File: src/rtl/fsp_pkg.sv
// Shared constants for the focus step planner: widths, register map,
// reset values of the configuration registers and step codes.
// No dependencies.
package fsp_pkg;

  localparam int POSITION_BITS   = 14;
  localparam int DEFAULT_MAX_MOVES = 16;
  localparam int NUM_STEPS       = 6;
  localparam int STEP_IDX_W      = 3;
  localparam int CODE_W          = 4;
  localparam int APB_ADDR_W      = 5;
  localparam int APB_DATA_W      = 32;
  localparam int REG_IDX_W       = 3;

  // Register indexes (byte address = 4 * index)
  localparam logic [REG_IDX_W-1:0] REG_STEP_DIST_1  = 3'd0;
  localparam logic [REG_IDX_W-1:0] REG_STEP_DIST_2  = 3'd1;
  localparam logic [REG_IDX_W-1:0] REG_STEP_DIST_3  = 3'd2;
  localparam logic [REG_IDX_W-1:0] REG_STEP_DIST_4  = 3'd3;
  localparam logic [REG_IDX_W-1:0] REG_STEP_DIST_5  = 3'd4;
  localparam logic [REG_IDX_W-1:0] REG_STEP_DIST_6  = 3'd5;
  localparam logic [REG_IDX_W-1:0] REG_FULL_TRAVEL  = 3'd6;
  localparam logic [REG_IDX_W-1:0] REG_ALWAYS_FAR   = 3'd7;

  // Reset values
  localparam logic [POSITION_BITS-1:0] RST_STEP_DIST_1 = 14'd38;
  localparam logic [POSITION_BITS-1:0] RST_STEP_DIST_2 = 14'd96;
  localparam logic [POSITION_BITS-1:0] RST_STEP_DIST_3 = 14'd244;
  localparam logic [POSITION_BITS-1:0] RST_STEP_DIST_4 = 14'd617;
  localparam logic [POSITION_BITS-1:0] RST_STEP_DIST_5 = 14'd1562;
  localparam logic [POSITION_BITS-1:0] RST_STEP_DIST_6 = 14'd3952;
  localparam logic [POSITION_BITS-1:0] RST_FULL_TRAVEL = 14'd9999;
  localparam logic                     RST_ALWAYS_FAR  = 1'b1;

  // Full far move code
  localparam logic signed [CODE_W-1:0] CODE_FULL_FAR = 4'sd7;

endpackage

File: src/rtl/focus_step_planner.sv
// Focus step planner top level: APB register file, move sequencer and the
// shared compare unit used for the nearest step search.
// Depends on fsp_pkg.
//
// Each accepted target (one transaction on the input channel) is turned into
// a run of step commands, one output transaction per command, the final one
// flagged by last_step_o. When the position estimate is unknown, or
// always_far is set, the run opens with a full far move (+7) that sets
// the estimate to full_travel. Each following move passes through the check
// state, the search state (the six step distances, one candidate per cycle
// through a single abs-difference and compare unit) and the move state that
// updates the estimate; the check state holds while a pending command waits
// on the output side. A target that needs no move gives no output
// transaction and frees the block from the check state. in_ready_o is high
// only while the sequencer is idle; the output register lets the last
// command of one request wait while the next target is taken. Configuration
// registers are written through the APB port (pready always high) and must
// only change while the block is idle.
module focus_step_planner #(
  parameter int MAX_MOVES = fsp_pkg::DEFAULT_MAX_MOVES
) (
  input  logic                                  clk_i,
  input  logic                                  rst_ni,
  // APB configuration port
  input  logic                                  psel,
  input  logic                                  penable,
  input  logic                                  pwrite,
  input  logic [fsp_pkg::APB_ADDR_W-1:0]        paddr,
  input  logic [fsp_pkg::APB_DATA_W-1:0]        pwdata,
  output logic [fsp_pkg::APB_DATA_W-1:0]        prdata,
  output logic                                  pready,
  // Target channel
  input  logic                                  in_valid_i,
  output logic                                  in_ready_o,
  input  logic [fsp_pkg::POSITION_BITS-1:0]     target_position_i,
  // Step command channel
  output logic                                  out_valid_o,
  input  logic                                  out_ready_i,
  output logic signed [fsp_pkg::CODE_W-1:0]     step_code_o,
  output logic [fsp_pkg::POSITION_BITS-1:0]     position_after_o,
  output logic                                  last_step_o,
  output logic                                  move_cap_hit_o
);
  import fsp_pkg::*;

  localparam int CNT_W = $clog2(MAX_MOVES + 1);

  // Sequencer states
  localparam logic [1:0] ST_IDLE   = 2'd0;
  localparam logic [1:0] ST_CHECK  = 2'd1;
  localparam logic [1:0] ST_SEARCH = 2'd2;
  localparam logic [1:0] ST_MOVE   = 2'd3;

  // ---------------------------------------------------------------------
  // Configuration registers
  // ---------------------------------------------------------------------
  logic [POSITION_BITS-1:0] dist_q [NUM_STEPS];
  logic [POSITION_BITS-1:0] full_travel_q;
  logic                     always_far_q;
  logic                     cfg_wr;
  logic [REG_IDX_W-1:0]     cfg_idx;

  assign pready  = 1'b1;
  assign cfg_idx = paddr[APB_ADDR_W-1:2];
  assign cfg_wr  = psel & penable & pwrite & pready;

  always_ff @(posedge clk_i or negedge rst_ni) begin
    if (!rst_ni) begin
      dist_q[0]     <= RST_STEP_DIST_1;
      dist_q[1]     <= RST_STEP_DIST_2;
      dist_q[2]     <= RST_STEP_DIST_3;
      dist_q[3]     <= RST_STEP_DIST_4;
      dist_q[4]     <= RST_STEP_DIST_5;
      dist_q[5]     <= RST_STEP_DIST_6;
      full_travel_q <= RST_FULL_TRAVEL;
      always_far_q  <= RST_ALWAYS_FAR;
    end else if (cfg_wr) begin
      case (cfg_idx)
        REG_STEP_DIST_1: dist_q[0]     <= pwdata[POSITION_BITS-1:0];
        REG_STEP_DIST_2: dist_q[1]     <= pwdata[POSITION_BITS-1:0];
        REG_STEP_DIST_3: dist_q[2]     <= pwdata[POSITION_BITS-1:0];
        REG_STEP_DIST_4: dist_q[3]     <= pwdata[POSITION_BITS-1:0];
        REG_STEP_DIST_5: dist_q[4]     <= pwdata[POSITION_BITS-1:0];
        REG_STEP_DIST_6: dist_q[5]     <= pwdata[POSITION_BITS-1:0];
        REG_FULL_TRAVEL: full_travel_q <= pwdata[POSITION_BITS-1:0];
        REG_ALWAYS_FAR:  always_far_q  <= pwdata[0];
        default: ;
      endcase
    end
  end

  // Read back, zero-extended
  always_comb begin
    prdata = '0;
    case (cfg_idx)
      REG_STEP_DIST_1: prdata[POSITION_BITS-1:0] = dist_q[0];
      REG_STEP_DIST_2: prdata[POSITION_BITS-1:0] = dist_q[1];
      REG_STEP_DIST_3: prdata[POSITION_BITS-1:0] = dist_q[2];
      REG_STEP_DIST_4: prdata[POSITION_BITS-1:0] = dist_q[3];
      REG_STEP_DIST_5: prdata[POSITION_BITS-1:0] = dist_q[4];
      REG_STEP_DIST_6: prdata[POSITION_BITS-1:0] = dist_q[5];
      REG_FULL_TRAVEL: prdata[POSITION_BITS-1:0] = full_travel_q;
      REG_ALWAYS_FAR:  prdata[0]                 = always_far_q;
      default:         prdata                    = '0;
    endcase
  end

  // ---------------------------------------------------------------------
  // Sequencer state
  // ---------------------------------------------------------------------
  logic [1:0]                state_q, state_d;
  logic [POSITION_BITS-1:0]  target_q, target_d;
  logic [POSITION_BITS-1:0]  est_q, est_d;
  logic                      known_q, known_d;
  logic [CNT_W-1:0]          n_q, n_d;
  logic [POSITION_BITS-1:0]  gap_q, gap_d;
  logic [STEP_IDX_W-1:0]     sidx_q, sidx_d;
  logic [STEP_IDX_W-1:0]     best_q, best_d;
  logic [POSITION_BITS-1:0]  best_err_q, best_err_d;
  // Pending command: built by a move (or the far move at acceptance), released
  // once the next check knows whether it is the last one.
  logic                      pend_v_q, pend_v_d;
  logic signed [CODE_W-1:0]  pend_code_q, pend_code_d;

  // Output register
  logic                      out_v_q, out_v_d;
  logic signed [CODE_W-1:0]  out_code_q, out_code_d;
  logic [POSITION_BITS-1:0]  out_pos_q, out_pos_d;
  logic                      out_last_q, out_last_d;
  logic                      out_cap_q, out_cap_d;

  // Shared datapath signals
  logic [POSITION_BITS-1:0]  diff_a, diff_b, diff_y;
  logic [POSITION_BITS-1:0]  cand_dist;
  logic [POSITION_BITS-1:0]  best_dist;
  logic [POSITION_BITS:0]    up_sum;
  logic                      in_acc;
  logic                      slot_free;
  logic                      cont;
  logic                      gap_big;

  assign in_ready_o = (state_q == ST_IDLE);
  assign in_acc     = in_valid_i & in_ready_o;
  assign slot_free  = ~out_v_q | out_ready_i;

  assign cand_dist = dist_q[sidx_q];
  assign best_dist = dist_q[best_q];
  assign up_sum    = {1'b0, est_q} + {1'b0, best_dist};

  // One absolute difference unit, shared: gap in the check cycle,
  // candidate error in the search cycles.
  always_comb begin
    if (state_q == ST_SEARCH) begin
      diff_a = gap_q;
      diff_b = cand_dist;
    end else begin
      diff_a = target_q;
      diff_b = est_q;
    end
    diff_y = (diff_a > diff_b) ? diff_a - diff_b : diff_b - diff_a;
  end

  assign gap_big = (diff_y >= dist_q[0]);
  assign cont    = (n_q < CNT_W'(MAX_MOVES)) & gap_big;

  always_comb begin
    state_d     = state_q;
    target_d    = target_q;
    est_d       = est_q;
    known_d     = known_q;
    n_d         = n_q;
    gap_d       = gap_q;
    sidx_d      = sidx_q;
    best_d      = best_q;
    best_err_d  = best_err_q;
    pend_v_d    = pend_v_q;
    pend_code_d = pend_code_q;
    out_v_d     = out_v_q;
    out_code_d  = out_code_q;
    out_pos_d   = out_pos_q;
    out_last_d  = out_last_q;
    out_cap_d   = out_cap_q;

    // Drop the output transaction once taken
    if (out_v_q && out_ready_i) begin
      out_v_d = 1'b0;
    end

    case (state_q)
      ST_IDLE: begin
        if (in_acc) begin
          // Saturate the target to the travel limit
          target_d = (target_position_i > full_travel_q) ? full_travel_q
                                                         : target_position_i;
          n_d      = '0;
          pend_v_d = 1'b0;
          if (!known_q || always_far_q) begin
            est_d       = full_travel_q;
            known_d     = 1'b1;
            pend_v_d    = 1'b1;
            pend_code_d = CODE_FULL_FAR;
            n_d         = CNT_W'(1);
          end
          state_d = ST_CHECK;
        end
      end

      ST_CHECK: begin
        // Hold while a pending command cannot reach the output register
        if (!pend_v_q || slot_free) begin
          if (pend_v_q) begin
            out_v_d    = 1'b1;
            out_code_d = pend_code_q;
            out_pos_d  = est_q;
            out_last_d = ~cont;
            out_cap_d  = ~cont & gap_big;
            pend_v_d   = 1'b0;
          end
          if (cont) begin
            gap_d   = diff_y;
            sidx_d  = '0;
            state_d = ST_SEARCH;
          end else begin
            state_d = ST_IDLE;
          end
        end
      end

      ST_SEARCH: begin
        // Strict less-than keeps the smaller code on a tie
        if (sidx_q == '0 || diff_y < best_err_q) begin
          best_d     = sidx_q;
          best_err_d = diff_y;
        end
        if (sidx_q == STEP_IDX_W'(NUM_STEPS - 1)) begin
          state_d = ST_MOVE;
        end else begin
          sidx_d = sidx_q + STEP_IDX_W'(1);
        end
      end

      ST_MOVE: begin
        // Move toward the target, clamp to 0..travel
        if (target_q < est_q) begin
          est_d       = (best_dist > est_q) ? '0 : est_q - best_dist;
          pend_code_d = -$signed({1'b0, best_q} + CODE_W'(1));
        end else begin
          est_d       = (up_sum > {1'b0, full_travel_q}) ? full_travel_q
                                                         : up_sum[POSITION_BITS-1:0];
          pend_code_d = $signed({1'b0, best_q} + CODE_W'(1));
        end
        pend_v_d = 1'b1;
        n_d      = n_q + CNT_W'(1);
        state_d  = ST_CHECK;
      end

      default: state_d = ST_IDLE;
    endcase
  end

  always_ff @(posedge clk_i or negedge rst_ni) begin
    if (!rst_ni) begin
      state_q  <= ST_IDLE;
      est_q    <= '0;
      known_q  <= 1'b0;
      n_q      <= '0;
      sidx_q   <= '0;
      pend_v_q <= 1'b0;
      out_v_q  <= 1'b0;
    end else begin
      state_q  <= state_d;
      est_q    <= est_d;
      known_q  <= known_d;
      n_q      <= n_d;
      sidx_q   <= sidx_d;
      pend_v_q <= pend_v_d;
      out_v_q  <= out_v_d;
    end
  end

  // Payload registers
  always_ff @(posedge clk_i) begin
    target_q    <= target_d;
    gap_q       <= gap_d;
    best_q      <= best_d;
    best_err_q  <= best_err_d;
    pend_code_q <= pend_code_d;
    out_code_q  <= out_code_d;
    out_pos_q   <= out_pos_d;
    out_last_q  <= out_last_d;
    out_cap_q   <= out_cap_d;
  end

  assign out_valid_o      = out_v_q;
  assign step_code_o      = out_code_q;
  assign position_after_o = out_pos_q;
  assign last_step_o      = out_last_q;
  assign move_cap_hit_o   = out_cap_q;

`ifndef SYNTH
  a_cap_on_last: assert property (@(posedge clk_i) disable iff (!rst_ni)
    out_v_q && out_cap_q |-> out_last_q)
    else $error("move cap flag without last step");

  a_count_bound: assert property (@(posedge clk_i) disable iff (!rst_ni)
    n_q <= CNT_W'(MAX_MOVES))
    else $error("move count beyond cap");

  a_idle_no_pend: assert property (@(posedge clk_i) disable iff (!rst_ni)
    state_q == ST_IDLE |-> !pend_v_q)
    else $error("pending command left behind at idle");

  a_accept_check: assert property (@(posedge clk_i) disable iff (!rst_ni)
    in_valid_i && in_ready_o |=> state_q == ST_CHECK)
    else $error("accepted target did not start a check");
`endif

endmodule

File: config.mk
export PLATFORM = sky130hd
export DESIGN_NAME = focus_step_planner
export DESIGN_NICKNAME = d
export VERILOG_FILES = /design/src/rtl/fsp_pkg.sv /design/src/rtl/focus_step_planner.sv
export SDC_FILE = /design/constraint.sdc
export NUM_CORES = 1
export LEC_CHECK = 0
export BUFFER_PORTS_ARGS = -buffer_cell sky130_fd_sc_hd__buf_2
export CAP_MARGIN = 10
export CORE_ASPECT_RATIO = 0.5
export CORE_UTILIZATION = 43
export DETAILED_ROUTE_END_ITERATION = 8
export HOLD_SLACK_MARGIN = 0.02
export PLACE_DENSITY_LB_ADDON = 0.12
export REMOVE_ABC_BUFFERS = 1
export SYNTH_ARGS = -nofsm -noshare
export SYNTH_HDL_FRONTEND = slang
export SYNTH_SLANG_ARGS = --single-unit
export TNS_END_PERCENT = 100
File: constraint.sdc
create_clock -name clk_i -period 7.2 [get_ports clk_i]
set_clock_uncertainty 0.2 [all_clocks]
set_input_delay 2.16 -clock clk_i [delete_from_list [all_inputs] [get_ports clk_i]]
set_output_delay 2.16 -clock clk_i [all_outputs]
set_load 0.01 [all_outputs]
## Yosys cells after proc, flatten, opt, wreduce, memory -nomap -nowiden

Cells that the tools add are included.

- Register bits after elaboration: 195
- Latch bits: 0
- RAM bits: 0
- ROM bits: 0
- Bits of input ports: 58
- Logic and storage cells: 141
- Memories: 0

- Add/subtract/negate cells: 8
- Multiply operators: 0
- Div/mod/pow operators: 0
- Order comparisons: 10
- Equality and inequality tests: 17
- Shift-type cells: 0
- Mux-type cells: 42
- Bitwise operators: 10
- Reductions and logical operators: 30

Operators with widths:

| kind | number |
|---|---|
| $mux W14 | 13 |
| $pmux W13 S7 | 1 |
| $bmux W14 S3 | 2 |
| $gt A14 B14 Y1 | 3 |
| $sub A14 B14 Y14 | 3 |
| $lt A14 B14 Y1 | 2 |
| $pmux W14 S2 | 1 |
| $reduce_and A2 Y1 | 11 |
| $reduce_and A3 Y1 | 6 |
| $add A14 B14 Y15 | 1 |
| $eq A3 B3 Y1 const B | 5 |
| $gt A15 B14 Y1 | 1 |
| $ge A14 B14 Y1 | 1 |
| $mux W4 | 3 |
| $pmux W5 S2 | 1 |
| $mux W3 | 3 |
| $ge A4 B4 Y1 const B | 2 |
| $mux W1 | 8 |
| $mux W2 | 4 |
| $not A3 Y4 | 2 |
| $pmux W1 S8 | 1 |
| $pmux W2 S4 | 1 |
| $pmux W4 S2 | 1 |
| $eq A3 B2 Y1 const B | 2 |
| 24 further kinds | 39 |

## Logic depth before layout (Yosys ltp)

- Word-level depth: 12
- Gate-level depth with buffers: 25
- Depth with buffers taken out: 23

## Worst setup path before layout

Ideal clock, no wire load.

- Path type: flip-flop to flip-flop
- From: register sidx_q[0]
- To: register gap_q[0], enable pin
- Setup time: 0.423 ns
- Arrival: 6.857 ns
- Required time: 6.577 ns
- Setup slack: -0.280 ns
- Cell stages (with the launch flop): 22
- Period minus slack after synthesis: 7.480 ns
- Cells stage by stage: dfrtp_1 -> clkbuf_1 -> buf_1 -> mux4_2 -> inv_1 -> o221ai_1 -> o21ai_0 -> inv_1 -> fa_1 -> and2b_1 -> o211ai_1 -> a211o_1 -> a21o_1 -> o31ai_4 -> mux2_2 -> a2111o_1 -> o2111a_1 -> ha_1 -> o21a_1 -> o21ai_0 -> o31a_1 -> nor4_1

- Longest elaborated chain between the ends: 10
- Elaborated cells on any way between the ends: 12
- Those cells by class: add/sub: 2; order compare: 2; mux: 5; bitwise: 2; reduce/logical: 1

RTL lines:

| item | RTL line | text |
|---|---|---|
| start: declaration | focus_step_planner.sv:117 | `logic [STEP_IDX_W-1:0] sidx_q, sidx_d;` |
| start signal: assignment | focus_step_planner.sv:275 | `sidx_q <= sidx_d;` |
| $not A3 Y4 (implied by the code) (*) | focus_step_planner.sv:146 | `assign cand_dist = dist_q[sidx_q];` |
| $bmux W14 S3 (*) | focus_step_planner.sv:146 |  |
| $mux W14 (implied by the code) (*) (2 in series) | focus_step_planner.sv:146 |  |
| $mux W14 (*) | focus_step_planner.sv:153 | `if (state_q == ST_SEARCH) begin` |
| $sub A14 B14 Y14 / $gt A14 B14 Y1 (equally long branches) | focus_step_planner.sv:160 | `diff_y = (diff_a > diff_b) ? diff_a - diff_b : diff_b - diff_a;` |
| $mux W14 (*) | focus_step_planner.sv:160 |  |
| net diff_y[8] | focus_step_planner.sv:133 | `logic [POSITION_BITS-1:0] diff_a, diff_b, diff_y;` |
| $ge A14 B14 Y1 (*) | focus_step_planner.sv:163 | `assign gap_big = (diff_y >= dist_q[0]);` |
| $and A1 B1 Y1 (*) | focus_step_planner.sv:164 | `assign cont = (n_q < CNT_W'(MAX_MOVES)) & gap_big;` |
| $reduce_and A3 Y1 (no source line) (*) | n/a |  |
| end signal: assignment | focus_step_planner.sv:284 | `gap_q <= gap_d;` |
| end: declaration | focus_step_planner.sv:116 | `logic [POSITION_BITS-1:0] gap_q, gap_d;` |

Mark *: on every way through the listed nets, which the timed path passes. The rest lies on a longest branch. The select of a mux whose other input is x is not followed.
A chain may end at the register's enable or synchronous reset.

## Worst setup path in the final report

- From: register sidx_q[0]
- To: register sidx_q[0]

- Longest elaborated chain between the ends: 11
- Elaborated cells on any way between the ends: 18
- Those cells by class: add/sub: 3; order compare: 2; eq/ne: 3; mux: 7; bitwise: 2; reduce/logical: 1

RTL lines:

| item | RTL line |
|---|---|
| $not A3 Y4 (implied by the code) (*) | focus_step_planner.sv:146 |
| $bmux W14 S3 (*) | focus_step_planner.sv:146 |
| $mux W14 (implied by the code) (*) (2 in series) | focus_step_planner.sv:146 |
| $mux W14 (*) | focus_step_planner.sv:153 |
| $sub A14 B14 Y14 / $gt A14 B14 Y1 (equally long branches) | focus_step_planner.sv:160 |
| $mux W14 (*) | focus_step_planner.sv:160 |
| net diff_y[13] | focus_step_planner.sv:133 |
| $ge A14 B14 Y1 (*) | focus_step_planner.sv:163 |
| $and A1 B1 Y1 (*) | focus_step_planner.sv:164 |
| $ne A2 B2 Y1 (no source line) (*) | n/a |
| $reduce_and A4 Y1 (no source line) (*) | n/a |

Marks and branches as above.

==> impl_metrics.tcl <==
set metrics [dict create \
    swShare_pct 46.4 \
    top_usage_layer "met2" \
    p_leak_nw 7.06 \
    overflow 0 \
    crit_arrival_ps 7080 \
    avgViaCountPerCell 5.89 \
    ys_ff_latch 195 \
    yosys_most_used_dff "dfrtp_1" \
    hold_violations 0 \
    clock_sinks 195 \
    power.internal_mw 4.28 \
    totalWireLength_um 46800 \
    worstMarginPinSlew_ps 1050 \
    critPathSlowestCell "o221ai_1" \
    worstPathMaxFanout 26 \
    clk_latency_ps 460 \
    clk_pin_slew_ps 70 \
    ant_nets 0 \
    relSlewSlack_pct 29.7 \
    fp-row-count 47 \
    io_pins 113 \
    hpwl_um 36100 \
    crit_type "reg -> reg" \
    fmax_mhz 144 \
    synthArstFlopShare_pct 64.6 \
    grt_max_degree 77 \
    die_h_um 133 \
    drt_iter0_markers 1000 \
    grt_antenna_before_repair 3 \
    cap_violations 0 \
    hp-class "reg -> reg" \
    grt_first_pass_wirelength_um 70100 \
    routedWlPerCell_um 24.0 \
    rsz0062_at_grt "false" \
    fin_area_sq_mm 0.0162 \
    clkPwrFrac_pct 12.7 \
    gr-usage-met2_pct 40.7 \
    yosysUniqueCellTypes 74 \
    post-place-ws_ps 348 \
    fp.coreArea_sq_mm 0.0333 \
    period_share_pct 96.5 \
    post-cts-setup-buffer-count 0 \
    track_usage_pct 27.2 \
    yosys_warnings 0 \
    portBuffers 73 \
    crit_path_start_kind "register" \
    critPathMaxStageDelay_ps 540 \
    use_met1_pct 39.6 \
    setup_violations 0 \
    dieWidth_um 263 \
    netlist_instances 1430 \
    period_minus_slack_ps 6950 \
    crit_chain "buf_12, mux4_2, inv_1, o221ai_1, o21ai_0, ha_1, a21o_1, nor2_1, a211o_1, a21o_1, o31ai_4, buf_4, mux2_4, o41ai_1, nor4_2, ha_1, and4_1, o21ai_0, o31a_1, o31a_1, a21o_1, a22o_1" \
    place_congestion 0.919 \
    synth_edf_count 69 \
    initial_core_util_pct 44.1 \
    crit_family "compound AO/OA/AOI/OAI gates" \
    fin_ws_ps 253 \
    use_met3_pct 6.09 \
    cts_tree "done" \
    num_vias 11500 \
    first_global_vias 11300 \
    firstDrtPassIters 5 \
    cts_root_buffer "clkbuf_16" \
    finalSetupTns_ps 0 \
    ir_worst_vdd_mv 0.254 \
    path_buf_inv 3 \
    p_seq_share_pct 24.1 \
    dpl_cell_area_sq_mm 0.0156 \
    areaGrowthSynthToFinish_pct 10.8 \
    synth_area_sq_mm 0.0147 \
    combPwrFrac_pct 63.2 \
    crit_required_ps 7340 \
    syn_avg_cell_area_sq_um 10.3 \
    p_sw_mw 3.70 \
    power_density_mw_per_mm2 491 \
    clk_path_buf_depth 2 \
    drive_above_1_share_pct 25.3 \
    worst_path_most_repeated_cell "a21o_1" \
    drc_errors 0 \
    h-tree-depth 4 \
    layout.nets 1689 \
    cts-buffers-inserted 17 \
    dieArea_sq_mm 0.0349 \
    ys_seq_area_share_pct 35.9 \
    end_kind "register" \
    status "finished, final reports clean" \
    finalMaxSlewViolations 0 \
]
-- cell usage after synthesis, types with 8 or more instances --
library cell	number	area share, %
xnor2_1	19	1.1
o21a_1	19	0.97
ha_1	133	11
o211ai_1	9	0.46
a31oi_1	14	0.60
nand3_1	28	0.96
edfxtp_1	69	14
a22oi_1	8	0.41
a21o_1	30	1.5
nand2_1	75	1.9
a21oi_1	69	2.4
o221ai_1	24	1.4
mux4_2	38	5.8
nor2b_1	20	0.85
dfrtp_1	90	15
nor3_1	18	0.61
a211oi_1	15	0.77
nand2b_1	17	0.73
buf_2	12	0.41
mux2i_1	44	3.0
inv_1	134	3.4
dfstp_2	36	6.4
nor2_1	73	1.9
xor2_1	13	0.78
o21ai_0	83	2.8
clkbuf_1	55	1.4
mux2_2	129	9.9
buf_4	19	0.97
or3_1	8	0.34
-- power by group through the flow --
| stage | logic [mW] | registers [mW] | clock network [mW] |
|---|---|---|---|
| floorplan | 3.31 | 1.87 | 0 |
| global placement | 4.89 | 1.92 | 0 |
| detailed placement | 4.99 | 1.94 | 0 |
| CTS | 5.02 | 1.91 | 1.03 |
| global route | 5.57 | 1.96 | 1.07 |
| finish | 5.04 | 1.92 | 1.02 |
-- layout make-up --
class	count	area [sq um]
fill	3076	17000
multi-input combinational	1023	8560
sequential	195	5270
timing repair buffer	121	741
tap	441	552
inverter	136	510
clock buffer	20	468
clock inverter	12	138
antenna	2	5.00
-- layer usage --
metal / routed length, um / up-vias
li1: - / 5331
met1: 22700 / 5739
met2: 20300 / 359
met3: 3060 / 51
met4: 718 / 0
met5: 0 / -
-- flip-flops by register name, summed over array words and instances (netlist names), 2 cells and up --
signal and cells:
gap_q 14, best_q 3, step_code_o 4, position_after_o 14
full_travel_q 14, est_q 14, pend_code_q 4, n_q 5
dist_q 84, target_q 14, best_err_q 14, sidx_q 3
state_q 2
-- cells in the final DEF (no fill, tap or decap), types with 6 or more instances in the layout --
| cell | n |
|---|---|
| and2_1 | 7 |
| o21a_1 | 19 |
| nand2_1 | 75 |
| o21bai_1 | 6 |
| nand3_1 | 28 |
| dfstp_2 | 36 |
| a211oi_1 | 15 |
| or3_1 | 8 |
| edfxtp_1 | 69 |
| nor2b_1 | 20 |
| and3_1 | 6 |
| o21ai_0 | 83 |
| nand4_1 | 7 |
| o211ai_1 | 9 |
| mux4_2 | 38 |
| nor2_1 | 68 |
| buf_2 | 72 |
| a22oi_1 | 8 |
| nand2b_1 | 17 |
| a31oi_1 | 13 |
| buf_4 | 48 |
| xor2_1 | 13 |
| mux2_2 | 129 |
| conb_1 | 19 |
| ha_1 | 132 |
| mux2i_1 | 44 |
| clkbuf_16 | 18 |
| xnor2_1 | 19 |
| a21o_1 | 30 |
| nor3_1 | 17 |
| a21oi_1 | 69 |
| o221ai_1 | 23 |
| inv_1 | 134 |
| dfrtp_1 | 89 |
-- cell families after synthesis --
kind of cell / count (synthesis) / synth area share [%]
adder cells (fa/ha/maj): 137 / 11.9
AND/OR/NAND/NOR: 283 / 9.58
AO/OA/AOI/OAI: 340 / 15.3
flip-flops: 195 / 35.9
buffers and inverters: 229 / 6.45
multiplexers: 212 / 18.8
XOR/XNOR: 32 / 1.91
other: 2 / 0.0512
-- repair_timing --
item,4_1_cts,5_1_grt
resized for setup,0,1
hold buffers,0,0
endpoints found under the setup margin,0,34
-- worst paths after layout --
path / start / to / slack (ps) / cells past startpoint
setup / recovery: sidx_q[0]$_DFFE_PN0P_ / sidx_q[0]$_DFFE_PN0P_ / 250 / 22
hold / removal: pend_code_q[1]$_SDFFCE_PN1P_ / step_code_o[1]$_DFFE_PP_ / 230 / 0
setup reg to reg: sidx_q[0]$_DFFE_PN0P_ / sidx_q[0]$_DFFE_PN0P_ / 250 / 22
hold reg to reg: pend_code_q[1]$_SDFFCE_PN1P_ / step_code_o[1]$_DFFE_PP_ / 230 / 0
max in group asynchronous: rst_ni / dist_q[12]$_DFFE_PN0P_ / 3840 / 2
min in group asynchronous: rst_ni / dist_q[30]$_DFFE_PN0P_ / 1680 / 1
-- per-stage QoR --
step           util, %  total power, mW  std cells  hold WS [ps]
6_report          48.8             7.98       1950           231
5_1_grt           48.8             8.61       1949           251
4_1_cts           48.8             7.97       1948           233
3_5_place_dp      47.0             6.93       1916           214
3_3_place_gp      47.0             6.81       1916           202
2_1_floorplan        -             5.18       1354           200
(Power assumes the default switching activity.)
